## config.mk

```make
export PLATFORM = sky130hd
export DESIGN_NAME = uvs_div_cell
export DESIGN_NICKNAME = d
export VERILOG_FILES = /design/src/hdl/uvs_pkg.sv /design/src/hdl/uvs_div_cell.sv
export SDC_FILE = /design/constraint.sdc
export NUM_CORES = 1
export LEC_CHECK = 0
export CAP_MARGIN = 20
export CORE_ASPECT_RATIO = 1.75
export CORE_MARGIN = 3
export CORE_UTILIZATION = 67
export DETAILED_ROUTE_END_ITERATION = 16
export DONT_BUFFER_PORTS = 1
export GPL_TIMING_DRIVEN = 0
export PLACE_DENSITY = 0.83
export SLEW_MARGIN = 20
export SYNTH_ARGS = -nofsm -noshare
export SYNTH_HDL_FRONTEND = slang
export SYNTH_SLANG_ARGS = --single-unit
```

## constraint.sdc

```tcl
create_clock -name clk -period 8 [get_ports clk]
set_clock_uncertainty 0.1 [all_clocks]
set_input_delay 0.4 -clock clk [delete_from_list [all_inputs] [get_ports clk]]
set_output_delay 0.4 -clock clk [all_outputs]
set_load 0.03 [all_outputs]
```

## src/hdl/uvs_pkg.sv

```systemverilog
// shared types, constants and the arctangent table of the uv sphere vertex generator
`timescale 1ns / 1ps
`default_nettype none
package uvs_pkg;

    localparam int SEG_W       = 9;
    localparam int RAD_W       = 16;
    localparam int IDX_W       = 9;
    localparam int QUOT_BITS   = 33;
    localparam int ANG_W       = 32;
    localparam int CW          = 33;
    localparam int VW          = 32;
    localparam int POS_W       = 17;
    localparam int DIR_W       = 16;
    localparam int CFG_ADDR_W  = 1;
    localparam int SEG_MAX_DEF = 256;
    localparam int STEPS_DEF   = 16;
    localparam int SEG_MIN     = 4;

    localparam logic [CFG_ADDR_W-1:0] REG_RADIUS   = 1'd0;
    localparam logic [CFG_ADDR_W-1:0] REG_SEGMENTS = 1'd1;

    localparam logic [RAD_W-1:0] RADIUS_RST  = 16'd256;
    localparam logic [SEG_W-1:0] SEGMENT_RST = 9'd16;

    localparam logic [30:0] HALF_PI_Q30 = 31'd1686629713;
    localparam logic [CW-1:0] GAIN_Q30  = 33'd652032874;
    localparam logic [CW-1:0] ONE_Q30   = 33'd1073741824;

    typedef struct packed {
        logic [SEG_W-1:0]     rem_phi;
        logic [QUOT_BITS-1:0] acc_phi;
        logic [SEG_W-1:0]     rem_th;
        logic [QUOT_BITS-1:0] acc_th;
        logic                 err;
    } div_t;

    typedef struct packed {
        logic [CW-1:0] x_phi;
        logic [CW-1:0] y_phi;
        logic [CW-1:0] z_phi;
        logic [CW-1:0] x_th;
        logic [CW-1:0] y_th;
        logic [CW-1:0] z_th;
        logic [1:0]    q_phi;
        logic [1:0]    q_th;
        logic          byp_phi;
        logic          byp_th;
        logic          err;
    } cordic_t;

    function automatic logic [CW-1:0] atan_q30(input int i);
        logic [CW-1:0] a;
        case (i)
            0:       a = 33'd843314856;
            1:       a = 33'd497837829;
            2:       a = 33'd263043836;
            3:       a = 33'd133525158;
            4:       a = 33'd67021686;
            5:       a = 33'd33543515;
            6:       a = 33'd16775850;
            7:       a = 33'd8388437;
            8:       a = 33'd4194282;
            9:       a = 33'd2097149;
            10:      a = 33'd1048575;
            11:      a = 33'd524287;
            12:      a = 33'd262143;
            13:      a = 33'd131071;
            14:      a = 33'd65535;
            15:      a = 33'd32767;
            16:      a = 33'd16383;
            17:      a = 33'd8191;
            18:      a = 33'd4095;
            19:      a = 33'd2047;
            20:      a = 33'd1023;
            21:      a = 33'd511;
            22:      a = 33'd255;
            23:      a = 33'd127;
            default: a = '0;
        endcase
        return a;
    endfunction

endpackage
`default_nettype wire

```

## src/hdl/uvs_div_cell.sv

```systemverilog
// one restoring division step for the latitude and longitude angle lanes
`timescale 1ns / 1ps
`default_nettype none
module uvs_div_cell
(
    input  wire logic                    clk,
    input  wire logic                    rst_n,
    input  wire logic [uvs_pkg::SEG_W-1:0] divisor,
    input  wire logic                    in_valid,
    output logic                         in_ready,
    input  wire uvs_pkg::div_t           in_data,
    output logic                         out_valid,
    input  wire logic                    out_ready,
    output uvs_pkg::div_t                out_data
);

    logic          valid_reg;
    uvs_pkg::div_t data_reg;
    uvs_pkg::div_t data_next;
    logic [uvs_pkg::SEG_W:0] t_phi;
    logic [uvs_pkg::SEG_W:0] t_th;
    logic ge_phi;
    logic ge_th;

    assign in_ready  = !valid_reg || out_ready;
    assign out_valid = valid_reg;
    assign out_data  = data_reg;

    always_comb
    begin
        t_phi  = {in_data.rem_phi, in_data.acc_phi[uvs_pkg::QUOT_BITS-1]};
        t_th   = {in_data.rem_th, in_data.acc_th[uvs_pkg::QUOT_BITS-1]};
        ge_phi = t_phi >= {1'b0, divisor};
        ge_th  = t_th >= {1'b0, divisor};
        data_next         = in_data;
        data_next.rem_phi = ge_phi ? uvs_pkg::SEG_W'(t_phi - {1'b0, divisor})
                                   : t_phi[uvs_pkg::SEG_W-1:0];
        data_next.acc_phi = {in_data.acc_phi[uvs_pkg::QUOT_BITS-2:0], ge_phi};
        data_next.rem_th  = ge_th ? uvs_pkg::SEG_W'(t_th - {1'b0, divisor})
                                  : t_th[uvs_pkg::SEG_W-1:0];
        data_next.acc_th  = {in_data.acc_th[uvs_pkg::QUOT_BITS-2:0], ge_th};
    end

    always_ff @(posedge clk or negedge rst_n)
    begin
        if (!rst_n)
        begin
            valid_reg <= 1'b0;
        end
        else if (in_ready)
        begin
            valid_reg <= in_valid;
        end
    end

    always_ff @(posedge clk)
    begin
        if (in_ready && in_valid)
        begin
            data_reg <= data_next;
        end
    end

endmodule
`default_nettype wire

```

==> metrics.cfg <==
[final_layout]
fill_cells=327
nets=361
final_layout_size_suffix_gt1_share_pct=14.5
multi_input_area_um2=1040
antenna_cells=0
seq_area_um2=2580
area_growth_pct=8.67

[logic_synthesis]
yosys_warnings=0
synth-edff-count=85
synth_top_area_share_pct=69.1
synthTopCellsByArea=edfxtp_1 69%, ha_1 6.1%, mux2_4 3.3%
synth_nets=348
synth.most_common_cell=edfxtp_1
ys_dominant_reg_cell=edfxtp_1
async_reset_ff_share_pct=1.16
ys_seq_area_share_pct=69.8
ys_ff_latch=86
synth_commonest_cells=85 x edfxtp_1, 18 x ha_1, 16 x inv_1
postSynthAreaPerCell_um2=16.1
ys_types=45
netlist_area_um2=3690
yosys.area.top_type=edfxtp_1
synth_cells=230

[routing]
vias=1981
routed_via_density=6.15
drt_iter0_drc=76
post-route-drc-count=0
wire_per_inst_um=23.3
first_pass_iters=6
ant_nets=0
drt-total-wl_um=7510

[timing]
max_slew.worst_pin.slew_ns=0.543
max_clock_freq_mhz=428
setup_viol=0
relSlewSlack_pct=63.8
fin_setup_tns_ns=0
grt_setup_unrepaired=no
slew_violations=0
post-route-period-util_pct=29.2
period_needed_ns=2.33
hold_violations=0

[pwr]
p_total_mw=1.01
peakVddDrop_uv=115
cellPowerDensity_nw_per_um2=251
p_leak_nw=1.47

[floorplanning]
dieArea_um2=6480
initial_core_util_pct=69.7
num_io_pins=185
fp.coreArea_um2=5300
fp-row-count=35
fp.dieW_um=62.1
die_h_um=104

[clocking]
cts-root-buf=clkbuf_8
clkTransAtPathRegs_ns=0.09
numClockSinks=86
clock_latency_ns=0.33
cts_max_level=3
cts_tree=built
cts_buffers=9
clock_path_buffers=2

[run]
maxCapViolCount=0

[worst_setup_path]
cp_max_fo=10
crit_type=primary input to flip-flop
critPathLaunchType=primary input
ff2ff_setup_slack_ns=5.83
required_ns=7.99
endpoint_kind=flip-flop
arrival_ns=2.33

[place]
dp_hpwl_um=6130
gp_congestion=0.866
io_buffers=0

[worst_hold_path]
min_path_type=primary input to flip-flop

[global_route]
grt.total_usage_pct=22.8
grt.overflow.total=0
grt_max_degree=45
grt_pass1_vias=1895
grt_pass1_wl_um=10700
antenna_found_initial=0

[run_status]
outcome=completed

[sequential cells by signal (all words and copies together) (netlist names)]
signal and cells:
out_data 85, out_valid 1
[timing repair]
action                                 in CTS  in global routing
resized for setup                           0                  0
setup endpoints to repair                   0                  0
hold buffers                                1                  0
endpoints found under the hold margin       1                  0
setup buffers                               0                  0
[placed cells by master (no fill, tap or decap), types with 2 or more instances in the layout]
| cell type | instances |
|---|---|
| nand2b_1 | 7 |
| mux2_4 | 8 |
| clkinvlp_4 | 2 |
| and3_1 | 3 |
| a21o_1 | 5 |
| o211ai_1 | 2 |
| o21ai_0 | 4 |
| nand2_1 | 4 |
| inv_1 | 16 |
| nand4_1 | 2 |
| mux2_2 | 2 |
| ha_1 | 18 |
| nand3_1 | 2 |
| inv_6 | 2 |
| a211oi_1 | 5 |
| xnor2_1 | 5 |
| a21oi_1 | 15 |
| xor2_1 | 5 |
| edfxtp_1 | 85 |
| nor2_1 | 14 |
| fa_1 | 2 |
| clkbuf_8 | 9 |
[critical path: stages]
cell,delay [ns]
inv_1,0.05
ha_1,0.15
inv_1,0.05
fa_1,0.43
a211oi_2,0.31
o21ai_2,0.12
a31oi_1,0.16
o31a_1,0.15
buf_6,0.18
mux2_4,0.32
[through the flow]
| step | area [µm²] | setup slack (ns) | std cells | hold WS (ns) | utilization, % |
|---|---|---|---|---|---|
| 5_1_grt | 4020 | 5.58 | 322 | 0.0250 | 75.8 |
| 3_3_place_gp | 3790 | 4.07 | 304 | 0.00444 | 71.5 |
| 4_1_cts | 4020 | 5.68 | 322 | 0.0368 | 75.8 |
| 3_5_place_dp | 3810 | 5.31 | 305 | 0.00447 | 71.9 |
| 2_1_floorplan | 3690 | 4.59 | 230 | 0.00441 | - |
| 6_report | 4020 | 5.67 | 322 | 0.0528 | 75.8 |
[power breakdown]
part           total, mW  internal [mW]  switching (mW)
Clock              0.288          0.145           0.143
Combinational      0.113         0.0507          0.0627
Sequential         0.607          0.537          0.0695
Total               1.01          0.733           0.276
[cell type report]
| class | count | area share [%] |
|---|---|---|
| clock buffers | 9 | 3.09 |
| repair buffers | 2 | 0.748 |
| multi-input cells | 126 | 26.0 |
| well taps | 74 | 2.31 |
| plain buffers | 2 | 0.405 |
| clock inverters | 7 | 1.78 |
| flip-flops and latches | 86 | 64.2 |
| inverters | 16 | 1.50 |
[final timing paths]
check                       startpoint      endpoint  depth (start not counted)
hold reg to reg              out_valid     out_valid                          2
min in group asynchronous        rst_n     out_valid                          1
setup reg to reg             out_valid  out_data[25]                          3
setup / recovery           in_data[33]  out_data[38]                         10
max in group asynchronous        rst_n     out_valid                          1
hold / removal             in_data[69]  out_data[70]                          0
[kinds of logic after synthesis]
logic type | Yosys count | synth area share [%]
compound gates | 47 | 9.21
flops | 86 | 69.8
fa+ha+maj | 20 | 7.18
mux | 11 | 4.13
simple gates | 38 | 5.28
buf+inv | 18 | 2.07
xor+xnor | 10 | 2.37
[layer usage]
layer	global-route usage, %	wire length [µm]	share of wire, %	up-vias
met5	0	0	0	-
met2	44.9	4400	58	118
met3	8.11	609	8.1	8
li1	-	-	-	911
met1	20.1	2380	32	944
met4	8.86	127	1.7	0
No activity file was read; power rests on OpenSTA's default activity.
