`src/hdl/uvs_pkg.sv`:
```
// shared types, constants and the arctangent table of the uv sphere vertex generator
`timescale 1ns / 1ps
`default_nettype none
package uvs_pkg;

    localparam int SEG_W       = 9;
    localparam int RAD_W       = 16;
    localparam int IDX_W       = 9;
    localparam int QUOT_BITS   = 33;
    localparam int ANG_W       = 32;
    localparam int CW          = 33;
    localparam int VW          = 32;
    localparam int POS_W       = 17;
    localparam int DIR_W       = 16;
    localparam int CFG_ADDR_W  = 1;
    localparam int SEG_MAX_DEF = 256;
    localparam int STEPS_DEF   = 16;
    localparam int SEG_MIN     = 4;

    localparam logic [CFG_ADDR_W-1:0] REG_RADIUS   = 1'd0;
    localparam logic [CFG_ADDR_W-1:0] REG_SEGMENTS = 1'd1;

    localparam logic [RAD_W-1:0] RADIUS_RST  = 16'd256;
    localparam logic [SEG_W-1:0] SEGMENT_RST = 9'd16;

    localparam logic [30:0] HALF_PI_Q30 = 31'd1686629713;
    localparam logic [CW-1:0] GAIN_Q30  = 33'd652032874;
    localparam logic [CW-1:0] ONE_Q30   = 33'd1073741824;

    typedef struct packed {
        logic [SEG_W-1:0]     rem_phi;
        logic [QUOT_BITS-1:0] acc_phi;
        logic [SEG_W-1:0]     rem_th;
        logic [QUOT_BITS-1:0] acc_th;
        logic                 err;
    } div_t;

    typedef struct packed {
        logic [CW-1:0] x_phi;
        logic [CW-1:0] y_phi;
        logic [CW-1:0] z_phi;
        logic [CW-1:0] x_th;
        logic [CW-1:0] y_th;
        logic [CW-1:0] z_th;
        logic [1:0]    q_phi;
        logic [1:0]    q_th;
        logic          byp_phi;
        logic          byp_th;
        logic          err;
    } cordic_t;

    function automatic logic [CW-1:0] atan_q30(input int i);
        logic [CW-1:0] a;
        case (i)
            0:       a = 33'd843314856;
            1:       a = 33'd497837829;
            2:       a = 33'd263043836;
            3:       a = 33'd133525158;
            4:       a = 33'd67021686;
            5:       a = 33'd33543515;
            6:       a = 33'd16775850;
            7:       a = 33'd8388437;
            8:       a = 33'd4194282;
            9:       a = 33'd2097149;
            10:      a = 33'd1048575;
            11:      a = 33'd524287;
            12:      a = 33'd262143;
            13:      a = 33'd131071;
            14:      a = 33'd65535;
            15:      a = 33'd32767;
            16:      a = 33'd16383;
            17:      a = 33'd8191;
            18:      a = 33'd4095;
            19:      a = 33'd2047;
            20:      a = 33'd1023;
            21:      a = 33'd511;
            22:      a = 33'd255;
            23:      a = 33'd127;
            default: a = '0;
        endcase
        return a;
    endfunction

endpackage
`default_nettype wire

```
`src/hdl/uvs_cordic_cell.sv`:
```
// one cordic rotation step for the latitude and longitude angle lanes
`timescale 1ns / 1ps
`default_nettype none
module uvs_cordic_cell
#(
    parameter int STEP = 0
)
(
    input  wire logic             clk,
    input  wire logic             rst_n,
    input  wire logic             in_valid,
    output logic                  in_ready,
    input  wire uvs_pkg::cordic_t in_data,
    output logic                  out_valid,
    input  wire logic             out_ready,
    output uvs_pkg::cordic_t      out_data
);

    localparam logic [uvs_pkg::CW-1:0] ATAN = uvs_pkg::atan_q30(STEP);

    logic             valid_reg;
    uvs_pkg::cordic_t data_reg;
    uvs_pkg::cordic_t data_next;
    logic signed [uvs_pkg::CW-1:0] xp, yp, xt, yt, dxp, dyp, dxt, dyt;

    assign in_ready  = !valid_reg || out_ready;
    assign out_valid = valid_reg;
    assign out_data  = data_reg;

    always_comb
    begin
        xp  = $signed(in_data.x_phi);
        yp  = $signed(in_data.y_phi);
        xt  = $signed(in_data.x_th);
        yt  = $signed(in_data.y_th);
        dxp = yp >>> STEP;
        dyp = xp >>> STEP;
        dxt = yt >>> STEP;
        dyt = xt >>> STEP;
        data_next = in_data;
        if (!in_data.z_phi[uvs_pkg::CW-1])
        begin
            data_next.x_phi = in_data.x_phi - dxp;
            data_next.y_phi = in_data.y_phi + dyp;
            data_next.z_phi = in_data.z_phi - ATAN;
        end
        else
        begin
            data_next.x_phi = in_data.x_phi + dxp;
            data_next.y_phi = in_data.y_phi - dyp;
            data_next.z_phi = in_data.z_phi + ATAN;
        end
        if (!in_data.z_th[uvs_pkg::CW-1])
        begin
            data_next.x_th = in_data.x_th - dxt;
            data_next.y_th = in_data.y_th + dyt;
            data_next.z_th = in_data.z_th - ATAN;
        end
        else
        begin
            data_next.x_th = in_data.x_th + dxt;
            data_next.y_th = in_data.y_th - dyt;
            data_next.z_th = in_data.z_th + ATAN;
        end
    end

    always_ff @(posedge clk or negedge rst_n)
    begin
        if (!rst_n)
        begin
            valid_reg <= 1'b0;
        end
        else if (in_ready)
        begin
            valid_reg <= in_valid;
        end
    end

    always_ff @(posedge clk)
    begin
        if (in_ready && in_valid)
        begin
            data_reg <= data_next;
        end
    end

endmodule
`default_nettype wire

```
`config.mk`:
```
export PLATFORM = sky130hd
export DESIGN_NAME = uvs_cordic_cell
export DESIGN_NICKNAME = d
export VERILOG_FILES = /design/src/hdl/uvs_pkg.sv /design/src/hdl/uvs_cordic_cell.sv
export SDC_FILE = /design/constraint.sdc
export NUM_CORES = 1
export LEC_CHECK = 0
export BUFFER_PORTS_ARGS = -buffer_cell sky130_fd_sc_hd__buf_2
export CAP_MARGIN = 20
export CORE_MARGIN = 4
export CORE_UTILIZATION = 57
export DETAILED_ROUTE_END_ITERATION = 12
export GPL_TIMING_DRIVEN = 1
export PLACE_DENSITY = 0.83
export SLEW_MARGIN = 25
export SYNTH_ARGS = -nofsm -noshare
export SYNTH_HDL_FRONTEND = slang
export SYNTH_SLANG_ARGS = --single-unit
```
`constraint.sdc`:
```
create_clock -name clk -period 7.45 [get_ports clk]
set_input_delay 1.49 -clock clk [delete_from_list [all_inputs] [get_ports clk]]
set_output_delay 1.49 -clock clk [all_outputs]
set_load 0.02 [all_outputs]
```
==> results of run 1 <==
critical path, cell delays in order:
cell	delay, ns
buf_4	0.19
inv_1	0.61
buf_4	0.44
ha_1	0.34
inv_1	0.10
o211a_1	0.18
and4bb_2	0.26
o41ai_4	0.39
o311ai_1	0.20
o41a_1	0.36
a21oi_2	0.18
o21ai_1	0.09
xor2_1	0.15
power breakdown:
group	leakage, nW	switching (W)	internal, W
clock network	0.395	0.000520	0.000719
registers	1.94	0.0000455	0.00146
logic	8.15	0.00105	0.000597
total	10.5	0.00161	0.00278
per-layer routing:
| metal | wire [um] | GRT usage | up-vias |
|---|---|---|---|
| met5 | 82 | 0 | - |
| met4 | 3760 | 0.166 | 10 |
| met3 | 5200 | 0.0566 | 220 |
| met2 | 29500 | 0.535 | 898 |
| met1 | 24600 | 0.391 | 8603 |
| li1 | - | - | 8716 |
sequential cells by signal (all words and copies together) (netlist names):
| signal | flops |
|---|---|
| out_data | 203 |
| out_valid | 1 |
cells by family (layout without fill, tap and decap cells):
group,after synthesis,in the layout,synth area share
xor+xnor,179,179,0.0796
compound gates,728,728,0.240
simple gates,533,533,0.131
other cells,0,3,0
mux,27,27,0.0138
fa+ha+maj,256,256,0.166
buf+inv,291,670,0.0590
flops,204,204,0.311
layout make-up:
| type | count | area, um2 | area share |
|---|---|---|---|
| antenna | 3 | 7.51 | 0.000329 |
| clock buffer | 33 | 677 | 0.0297 |
| clock inverter | 15 | 160 | 0.00702 |
| inverter | 202 | 758 | 0.0332 |
| multi-input combinational | 1723 | 12400 | 0.544 |
| sequential | 204 | 6120 | 0.268 |
| tap | 448 | 561 | 0.0246 |
| timing repair buffer | 420 | 2130 | 0.0934 |
stage by stage:
stage | worst slack (ns) | cell area [um2] | instances | util | power (W)
detailed placement | 2.25 | 22000 | 2997 | 0.651 | 0.00314
floorplan | 0.449 | 19700 | 2218 | - | 0.00265
finish | 2.75 | 22800 | 3048 | 0.676 | 0.00439
global route | 2.58 | 22800 | 3048 | 0.676 | 0.00460
global placement | 2.32 | 22000 | 2997 | 0.651 | 0.00312
CTS | 2.79 | 22800 | 3045 | 0.675 | 0.00439
cells in the mapped netlist (10+ instances only):
| cell type | n |
|---|---|
| xnor2_1 | 139 |
| clkbuf_1 | 45 |
| xor2_1 | 40 |
| o21ai_0 | 133 |
| or3_1 | 16 |
| o211ai_1 | 11 |
| nor2b_1 | 29 |
| mux2i_1 | 26 |
| a31oi_1 | 18 |
| nand3_1 | 30 |
| o21bai_1 | 43 |
| nor2_1 | 200 |
| nand4_1 | 15 |
| nand2_1 | 88 |
| a21o_1 | 83 |
| ha_1 | 248 |
| buf_2 | 23 |
| a211oi_1 | 22 |
| edfxtp_1 | 203 |
| nor4_1 | 10 |
| nor3_1 | 50 |
| o31ai_1 | 19 |
| buf_1 | 14 |
| nand2b_1 | 34 |
| and3_1 | 16 |
| a21oi_1 | 258 |
| o21a_1 | 18 |
| inv_1 | 196 |
| and2_1 | 10 |
worst max path at each step:
stage / cells after the start / startpoint / slack [ns] / end
5_1_grt: 13 / in_data[39] / 2.58 / out_data[37]
4_1_cts: 13 / in_data[39] / 2.79 / out_data[37]
2_1_floorplan: 2 / out_ready / 0.45 / out_data[0]
3_3_place_gp: 13 / in_data[39] / 2.32 / out_data[37]
6_report: 13 / in_data[39] / 2.75 / out_data[37]
3_5_place_dp: 13 / in_data[39] / 2.25 / out_data[37]
==> impl_results.md, run 1 <==
* Leak at roughly 10 nW
* Initial antenna violation count at 9
* Mean number of vias per cell at between 6 and 7
* Final weighted congestion in routability-driven placement at between 0.9 and 1
* Effective utilization at floorplan at 0.583
* Master cell of the clock root buffer: clkbuf_16
* Count of warnings emitted by yosys at 0
* Die span in y at slightly below 200 um
* Syn Nets at between 2,000 and 3,000
* Post-synth EDFFs at 203
* Number of nets still failing antenna checks after routing at 0
* I/O pin count at around 420
* Type of element launching the critical path: input pin
* Worst hold path depth at 2
* Worst hold path type: flip-flop to flip-flop
* Minimum setup slack among reg-to-reg paths at roughly 5.2 ns
* Required @ worst endpoint at roughly 7.8 ns
* Setup clock skew after layout at ~0.014 ns
* H-tree depth at 1
* Half-perimeter wire length after placement at about 50 mm
* End point of the worst hold path: out_valid
* Number of synthesized register bits at ~200
* Global-route wire length before repair at between 90 and 100 mm
* Dominant synthesized flop cell: edfxtp_1
* Clock insertion delay at the later pin of the skew report at between 0.5 and 0.6 ns
* Signed area change from the synthesized netlist to the final layout at 15.9%
* Die area at roughly 38,000 um2
* Number of hold buffers added after CTS at 0
* RSZ-0062 raised after global routing: false
* Clk pin slew, worst setup/hold paths at 0.06 ns
* Setup_tns at 0 ns
* Horizontal die dimension at between 150 and 200 um
* Transition time at the pin with the least slew margin at 1.02 ns
* Fraction of final layout cells sized beyond drive strength 1 at 0.197
* Post-synthesis sequential area ratio at 0.311
* Area leader, netlist: edfxtp_1
* Arrival time at the worst endpoint at between 5 and 6 ns
* Number of setup buffers added after CTS at 0
* Wirelength per Cell at around 21 um
* Number of unique standard cell types used by synthesis at between 90 and 100
* Worst-case clock buffer depth at 3
* Share of synthesized flip-flops with an asynchronous set or reset at 0.00490
* Kind of capture point of the worst setup path: flip-flop
* Power per cell area at a little under 200 nW/um2
* Final Max Slew Viols at 0
* Commonest non-fill, non-tap cell in the layout: buf_2
* FMAX at about 0.21 GHz
* Largest net degree at the start of global routing at roughly 160
* Worst Path Max Fanout at 24
* Highest-count cells in the layout ignoring fill and taps: buf_2 (413), a21oi_1 (258), ha_1 (248)
* Rows at 67
* Count of routing violations after the opening detailed-route iteration at around 1,700
* Start-to-end type of the worst setup path: input pin to flip-flop
* CTS tree: built
* Final Hold Viols at 0
* Count of nets after finishing at between 3,000 and 4,000
* Share of the synthesized area in the top cell type at 0.310
* Buffers on Ports at 415
* Number of clock buffers inserted by TritonCTS at 26
* Overall global routing resource usage at 0.318
* Syn_area_per_cell at 8.88 um2
* Vias in the first global route at approximately 18,000
* Drt first pass iters at 5
* Hold path startpoint: out_valid
* Grt ovf at 0
* Max_cap viols at 0
* Post-route fraction of the period consumed by the critical path at 0.631
* Post-cts repair resize count at 0
* Max_slew headroom at 0.317
* Fill cell instance count of the final layout at roughly 2,800
* RR Startpoint: out_valid
* Post-route DRC violation count at 0
* Most area-consuming cells after synthesis: edfxtp_1 (31%), ha_1 (16%), a21oi_1 (6.6%), xnor2_1 (6.2%), nor2_1 (3.8%)
* VDD IR max at roughly 170 uV
* Worst-case hold slack at 0.550 ns
* Time the final worst path needs with I/O delays and setup at about 4.7 ns
* Status: complete, no violations
* Vias at ~18,000
* Cell depth of the worst flop-to-flop path at 3
* Sink count of the clock tree at a little over 200
* Total wirelength of the detailed-routed design at roughly 63 mm
* Setup-failing EPs final at 0
* Post-Syn Area at 19,700 um2
* Number of cells produced by synthesis at 2,218
* Floorplan Core Area at around 34,000 um2
* Reg2reg end: out_data[98]
Power figures use the tool's default switching activity.
==> inputs of run 2 (changes only) <==
- clock period: 7.45 -> 4.75 ns (I/O delays scaled with it)
==> run 2 against run 1 <==
  * Flip-flop and latch count is the same
  * Die area unchanged
  * Global-route usage fell by 0.18 points
  * Power up 58%
  * Wire length increased by 0.18%
  * Worst setup slack worse by 1.9 ns
  * Clock skew grew 0.0097 ns
  * Design area rose by 0.64%
  * Sequential power is 57% higher
  * First-iteration DRC count increased by 6.8%
  * Count of clock-buffer cells in the layout shrank 6
  * Worst hold slack got worse by 0.37 ns
==> impl_results.md, run 2 (synthesized netlist as in run 1, its figures left out) <==
* Vias in the first global route at 18,200 (was 18,100)
* Max reg flops at 203 (unchanged)
* Post-route DRC violation count at 0 (unchanged)
* Area used by sequential logic in the layout at 6120 um2 (unchanged)
* Highest-count cells in the layout ignoring fill and taps: buf_2 (413), a21oi_1 (258), ha_1 (248) (unchanged)
* H-tree depth at 1 (unchanged)
* Post-route cell area at 23,000 um2 (was 22,800 um2)
* Status: complete, no violations (unchanged)
* Number of setup buffers added after CTS at 0 (unchanged)
* Overall global routing resource usage at 0.316 (was 0.318)
* RSZ-0062 raised after global routing: false (unchanged)
* Fraction of final layout cells sized beyond drive strength 1 at 0.201 (was 0.197)
* Max_cap viols at 0 (unchanged)
* Worst-case clock buffer depth at 3 (unchanged)
* Arrival time at the worst endpoint at 4.22 ns (was 5.01 ns)
* Time the final worst path needs with I/O delays and setup at just under 4 ns
* Number of hold buffers added after CTS at 0 (unchanged)
* Master cell of the clock root buffer: clkbuf_16 (unchanged)
* Reg2reg end: out_data[88] (was out_data[98])
* Setup-failing EPs final at 0 (unchanged)
* Setup_tns at 0 ns (unchanged)
* Initial antenna violation count at 7 (was 9)
* Area taken by multi-input logic gates at 12,400 um2 (unchanged)
* VDD IR max at 244 uV (was 167 uV)
* Fill cell instance count of the final layout at 2,748 (was 2,767)
* Transition time at the pin with the least slew margin at 0.951 ns (was 1.02 ns)
* Global-route wire length before repair at 97.8 mm (was 98.0 mm)
* Drt first pass iters at 6 (was 5)
* Minimum setup slack among reg-to-reg paths at 2.69 ns (was 5.20 ns)
* Effective utilization at floorplan at 0.583 (unchanged)
* Wirelength per Cell at 20.7 um (about the same)
* Signed area change from the synthesized netlist to the final layout at 16.7% (was 15.9%)
* Post-cts repair resize count at 0 (unchanged)
* Half-perimeter wire length after placement at 50.0 mm (was 50.2 mm)
* Die area at 37,600 um2 (unchanged)
* Clk pin slew, worst setup/hold paths at 0.07 ns (was 0.06 ns)
* Type of element launching the critical path: input pin (unchanged)
* Buffers on Ports at 415 (unchanged)
* Sink count of the clock tree at 204 (unchanged)
* Start-to-end type of the worst setup path: input pin to flip-flop (unchanged)
* Count of nets after finishing at 3,059 (was 3,042)
* RR Startpoint: out_valid (unchanged)
* Post-layout total power at 0.00693 W (was 0.00439 W)
* Mean number of vias per cell at 6.09 (was 6.05)
* Cell depth of the worst flop-to-flop path at 3 (unchanged)
* Worst hold path type: input pin to asynchronous set/reset pin (was flip-flop to flip-flop)
* Final weighted congestion in routability-driven placement at 1.03 (was 0.997)
* FMAX at ~0.25 GHz
* Post-route fraction of the period consumed by the critical path at 0.828
* Commonest non-fill, non-tap cell in the layout: buf_2 (unchanged)
* Final Hold Viols at 0 (unchanged)
* Count of routing violations after the opening detailed-route iteration at 1,774 (was 1,661)
* Leak at 10.6 nW (was 10.5 nW)
* Number of nets still failing antenna checks after routing at 0 (unchanged)
* Horizontal die dimension at 194 um (unchanged)
* Vias at 18,700 (was 18,400)
* Setup clock skew after layout at 0.0237 ns (was 0.0140 ns)
* Rows at 67 (unchanged)
* Worst Path Max Fanout at 3 (was 24)
* Power per cell area at 302 nW/um2 (was 192 nW/um2)
* Total wirelength of the detailed-routed design at 63.3 mm (was 63.2 mm)
* Grt ovf at 0 (unchanged)
* Instance area after placement at 22,100 um2 (was 22,000 um2)
* Required @ worst endpoint at 5.04 ns (was 7.75 ns)
* Largest net degree at the start of global routing at 100 (was 163)
* CTS tree: built (unchanged)
* Floorplan Core Area at 33,800 um2 (unchanged)
* Die span in y at 194 um (unchanged)
* Number of clock buffers inserted by TritonCTS at 24 (was 26)
* Max_slew headroom at 0.366 (was 0.317)
* Kind of capture point of the worst setup path: flip-flop (unchanged)
* Clock insertion delay at the later pin of the skew report at 0.55 ns (was 0.56 ns)
* Final Max Slew Viols at 0 (unchanged)
* I/O pin count at 416 (unchanged)
[run 2: cell count changes in the layout (fill, tap and decap cells not counted), moves of 2 or more]
| cell | previous run | this run |
|---|---|---|
| diode_2 | 3 | 5 |
| clkbuf_1 | 7 | 2 |
| clkinv_4 | 3 | 1 |
| clkinv_1 | 7 | 12 |
| bufinv_16 | 2 | 4 |
| buf_4 | 6 | 23 |
| clkinvlp_4 | 4 | 2 |
[run 2: report_power, final]
group / switching (W) / internal [W] / total (W)
registers: 0.0000712 / 0.00229 / 0.00237
clock network: 0.000795 / 0.00117 / 0.00197
logic: 0.00164 / 0.000957 / 0.00260
total: 0.00251 / 0.00442 / 0.00693
[run 2: how the worst max path moves through the flow]
stage / cells past startpoint / slack (ns) / start / endpoint
floorplan: 15 / 0.05 / in_data[39] / out_data[37]
global placement: 14 / 0.42 / in_data[172] / out_data[202]
detailed placement: 13 / 0.42 / in_data[45] / out_data[72]
CTS: 14 / 0.94 / in_data[172] / out_data[202]
global route: 14 / 0.63 / in_data[172] / out_data[202]
finish: 14 / 0.82 / in_data[172] / out_data[202]
[run 2: per-layer routing]
metal  GRT usage  up-vias  share of wire
met5           0        -        0.00065
met4       0.159        6          0.057
met3      0.0448      200          0.075
met2       0.540      936           0.47
met1       0.392     8772           0.39
li1            -     8737              -
[run 2: worst max-delay path, stage by stage]
cell	delay, ns
buf_2	0.11
inv_1	0.05
ha_1	0.20
fa_1	0.39
nor2b_1	0.17
o21ai_0	0.15
a31oi_1	0.37
nor2_1	0.15
o311a_1	0.37
o31ai_1	0.58
a21boi_0	0.26
o21ai_0	0.19
o21ai_0	0.11
xnor2_1	0.16
[run 2: cell type report]
| type | count | area share |
|---|---|---|
| Timing Repair Buffer | 439 | 0.0997 |
| Antenna cell | 5 | 0.000545 |
| Inverter | 202 | 0.0330 |
| Sequential cell | 204 | 0.266 |
| Multi-Input combinational cell | 1723 | 0.540 |
| Clock buffer | 27 | 0.0276 |
| Tap cell | 448 | 0.0244 |
| Clock inverter | 17 | 0.00812 |
[run 2: metrics by stage]
stage	hold WS, ns	util	setup WS [ns]	std cells
floorplan	0.654	-	0.0485	2218
global placement	0.510	0.655	0.421	3016
detailed placement	0.543	0.655	0.421	3016
CTS	0.162	0.680	0.939	3060
global route	0.175	0.680	0.629	3063
finish	0.181	0.680	0.819	3065
==> inputs of run 3 (changes only) <==
- clock period: 4.75 -> 3.8 ns (I/O delays scaled with it)
==> run 3 against run 2 <==
  * Critical endpoint is now out_data[98]
  * Critical path depth stayed put
  * Design area increased by 3.6%
  * Worst setup slack worse by 0.43 ns
  * Critical path type unchanged
  * Clock skew is 0.0019 ns lower
  * Clock power up 20%
  * Via count increased by 3.2%
  * Non-clock buffer count grew 105
  * Register-to-register slack got worse by 1.0 ns
  * Core utilization grew 2.5 points
  * Combinational power rose by 32%
  * Die area did not move
==> impl_results.md, run 3 (synthesized netlist as in run 1, its figures left out) <==
* Status: complete, no violations (unchanged)
* Count of nets after finishing at 3,165 (was 3,059)
* Fill cell instance count of the final layout at 2,723 (was 2,748)
* Initial antenna violation count at 15 (was 7)
* Setup_tns at 0 ns (unchanged)
* Start-to-end type of the worst setup path: input pin to flip-flop (unchanged)
* Max_cap viols at 0 (unchanged)
* Die area at 37,600 um2 (unchanged)
* Kind of capture point of the worst setup path: flip-flop (unchanged)
* Transition time at the pin with the least slew margin at 0.681 ns (was 0.951 ns)
* Largest net degree at the start of global routing at 99 (was 100)
* Die span in y at 194 um (unchanged)
* Worst Setup Slack post-DPL at -0.104 ns (was 0.421 ns)
* Sink count of the clock tree at 204 (unchanged)
* Total wirelength of the detailed-routed design at 65.9 mm (was 63.3 mm)
* Effective utilization at floorplan at 0.583 (unchanged)
* Max reg flops at 203 (unchanged)
* RSZ-0062 raised after global routing: false (unchanged)
* Post-layout total power at 0.00875 W (was 0.00693 W)
* Number of nets still failing antenna checks after routing at 0 (unchanged)
* FMAX at between 0.2 and 0.3 GHz
* Vias at 19,200 (was 18,700)
* Grt ovf at 0 (unchanged)
* Vias in the first global route at 19,000 (was 18,200)
* VDD IR max at 345 uV (was 244 uV)
* Required @ worst endpoint at 4.08 ns (was 5.04 ns)
* Worst hold path type: input pin to flip-flop (was input pin to asynchronous set/reset pin)
* Half-perimeter wire length after placement at 52.4 mm (was 50.0 mm)
* Final setup margin at 0.389 ns (was 0.819 ns)
* Leak at 11.1 nW (was 10.6 nW)
* Setup-failing EPs final at 0 (unchanged)
* Horizontal die dimension at 194 um (unchanged)
* Max_slew headroom at 0.540 (was 0.366)
* Master cell of the clock root buffer: clkbuf_16 (unchanged)
* Fraction of final layout cells sized beyond drive strength 1 at 0.233 (was 0.201)
* Final Max Slew Viols at 0 (unchanged)
* Final weighted congestion in routability-driven placement at 1.03 (about the same)
* Signed area change from the synthesized netlist to the final layout at 20.9% (was 16.7%)
* Power per cell area at 368 nW/um2 (was 302 nW/um2)
* Count of routing violations after the opening detailed-route iteration at 1,617 (was 1,774)
* H-tree depth at 1 (unchanged)
* Final Hold Viols at 0 (unchanged)
* Time the final worst path needs with I/O delays and setup at around 3.4 ns
* Drt first pass iters at 6 (unchanged)
* Rows at 67 (unchanged)
* Post-route fraction of the period consumed by the critical path at 0.898
* Mean number of vias per cell at 6.06 (was 6.09)
* Clk pin slew, worst setup/hold paths at 0.06 ns (was 0.07 ns)
* Number of clock buffers inserted by TritonCTS at 25 (was 24)
* Wirelength per Cell at 20.7 um (about the same)
* Global-route wire length before repair at 102 mm (was 97.8 mm)
* Type of element launching the critical path: input pin (unchanged)
* Worst Path Max Fanout at 6 (was 3)
* Highest-count cells in the layout ignoring fill and taps: buf_2 (413), a21oi_1 (258), ha_1 (247) (was buf_2 (413), a21oi_1 (258), ha_1 (248))
* Clock insertion delay at the later pin of the skew report at 0.57 ns (was 0.55 ns)
* Overall global routing resource usage at 0.330 (was 0.316)
* Buffers on Ports at 415 (unchanged)
* Post-cts repair resize count at 0 (unchanged)
* Setup clock skew after layout at 0.0217 ns (was 0.0237 ns)
* Worst-case clock buffer depth at 3 (unchanged)
* I/O pin count at 416 (unchanged)
* Floorplan Core Area at 33,800 um2 (unchanged)
* CTS tree: built (unchanged)
* Arrival time at the worst endpoint at 3.69 ns (was 4.22 ns)
* Commonest non-fill, non-tap cell in the layout: buf_2 (unchanged)
* Post-route DRC violation count at 0 (unchanged)
run 3: cell count changes in the layout (fill, tap and decap cells not counted), sizes merged:
cell,delta
buf,+104
diode,+6
bufinv,-2
clkinvlp,+1
dlygate4sd3,+1
inv,+1
run 3: repair_timing:
action / in CTS / in global routing
endpoints found under the hold margin: 1 / 0
setup buffers: 0 / 0
endpoints found under the setup margin: 0 / 0
hold buffers: 1 / 0
run 3: layout make-up:
cell class	instances	area, um2	share of cell area
sequential	204	6120	0.257
tap	448	561	0.0235
timing repair buffer	544	3110	0.131
clock buffer	27	633	0.0266
clock inverter	17	160	0.00673
multi-input combinational	1723	12400	0.522
inverter	202	758	0.0318
antenna	11	27.5	0.00116
run 3: worst paths after layout:
path                              from           end  slack [ns]  cells past startpoint
min                         in_data[6]   out_data[6]        0.37                      1
max                        in_data[41]  out_data[98]        0.39                     14
max in group asynchronous        rst_n     out_valid        3.20                      2
max reg2reg                  out_valid  out_data[81]        1.68                      3
min in group asynchronous        rst_n     out_valid        0.51                      2
min reg2reg                  out_valid     out_valid        0.76                      2
run 3: critical path, cell delays in order:
cell	delay, ns
buf_2	0.13
inv_1	0.07
ha_1	0.32
nor2b_1	0.15
o2111ai_1	0.30
nand4_1	0.14
a311oi_1	0.39
nor2_1	0.13
buf_4	0.16
o31a_1	0.35
a21oi_1	0.35
o211a_1	0.20
a21oi_1	0.06
xor2_1	0.18
run 3: where the power goes:
group / leakage [nW] / switching [W] / internal [W]
Sequential: 1.94 / 0.0000828 / 0.00287
Clock: 0.376 / 0.00102 / 0.00134
Combinational: 8.77 / 0.00211 / 0.00133
run 3: routing by layer:
metal  global-route usage  part of all wire
met3               0.0660             0.090
met5                    0            0.0010
met1                0.413              0.39
met2                0.562              0.48
met4                0.132             0.041
run 3: through the flow:
stage,cells,instance area (um2),hold slack (ns),utilization
final,3176,23800,0.367,0.705
after global routing,3174,23800,0.347,0.705
after CTS,3164,23800,0.343,0.703
after detailed placement,3119,22900,0.540,0.679
after global placement,3119,22900,0.536,0.679
after floorplan,2218,19800,0.464,-
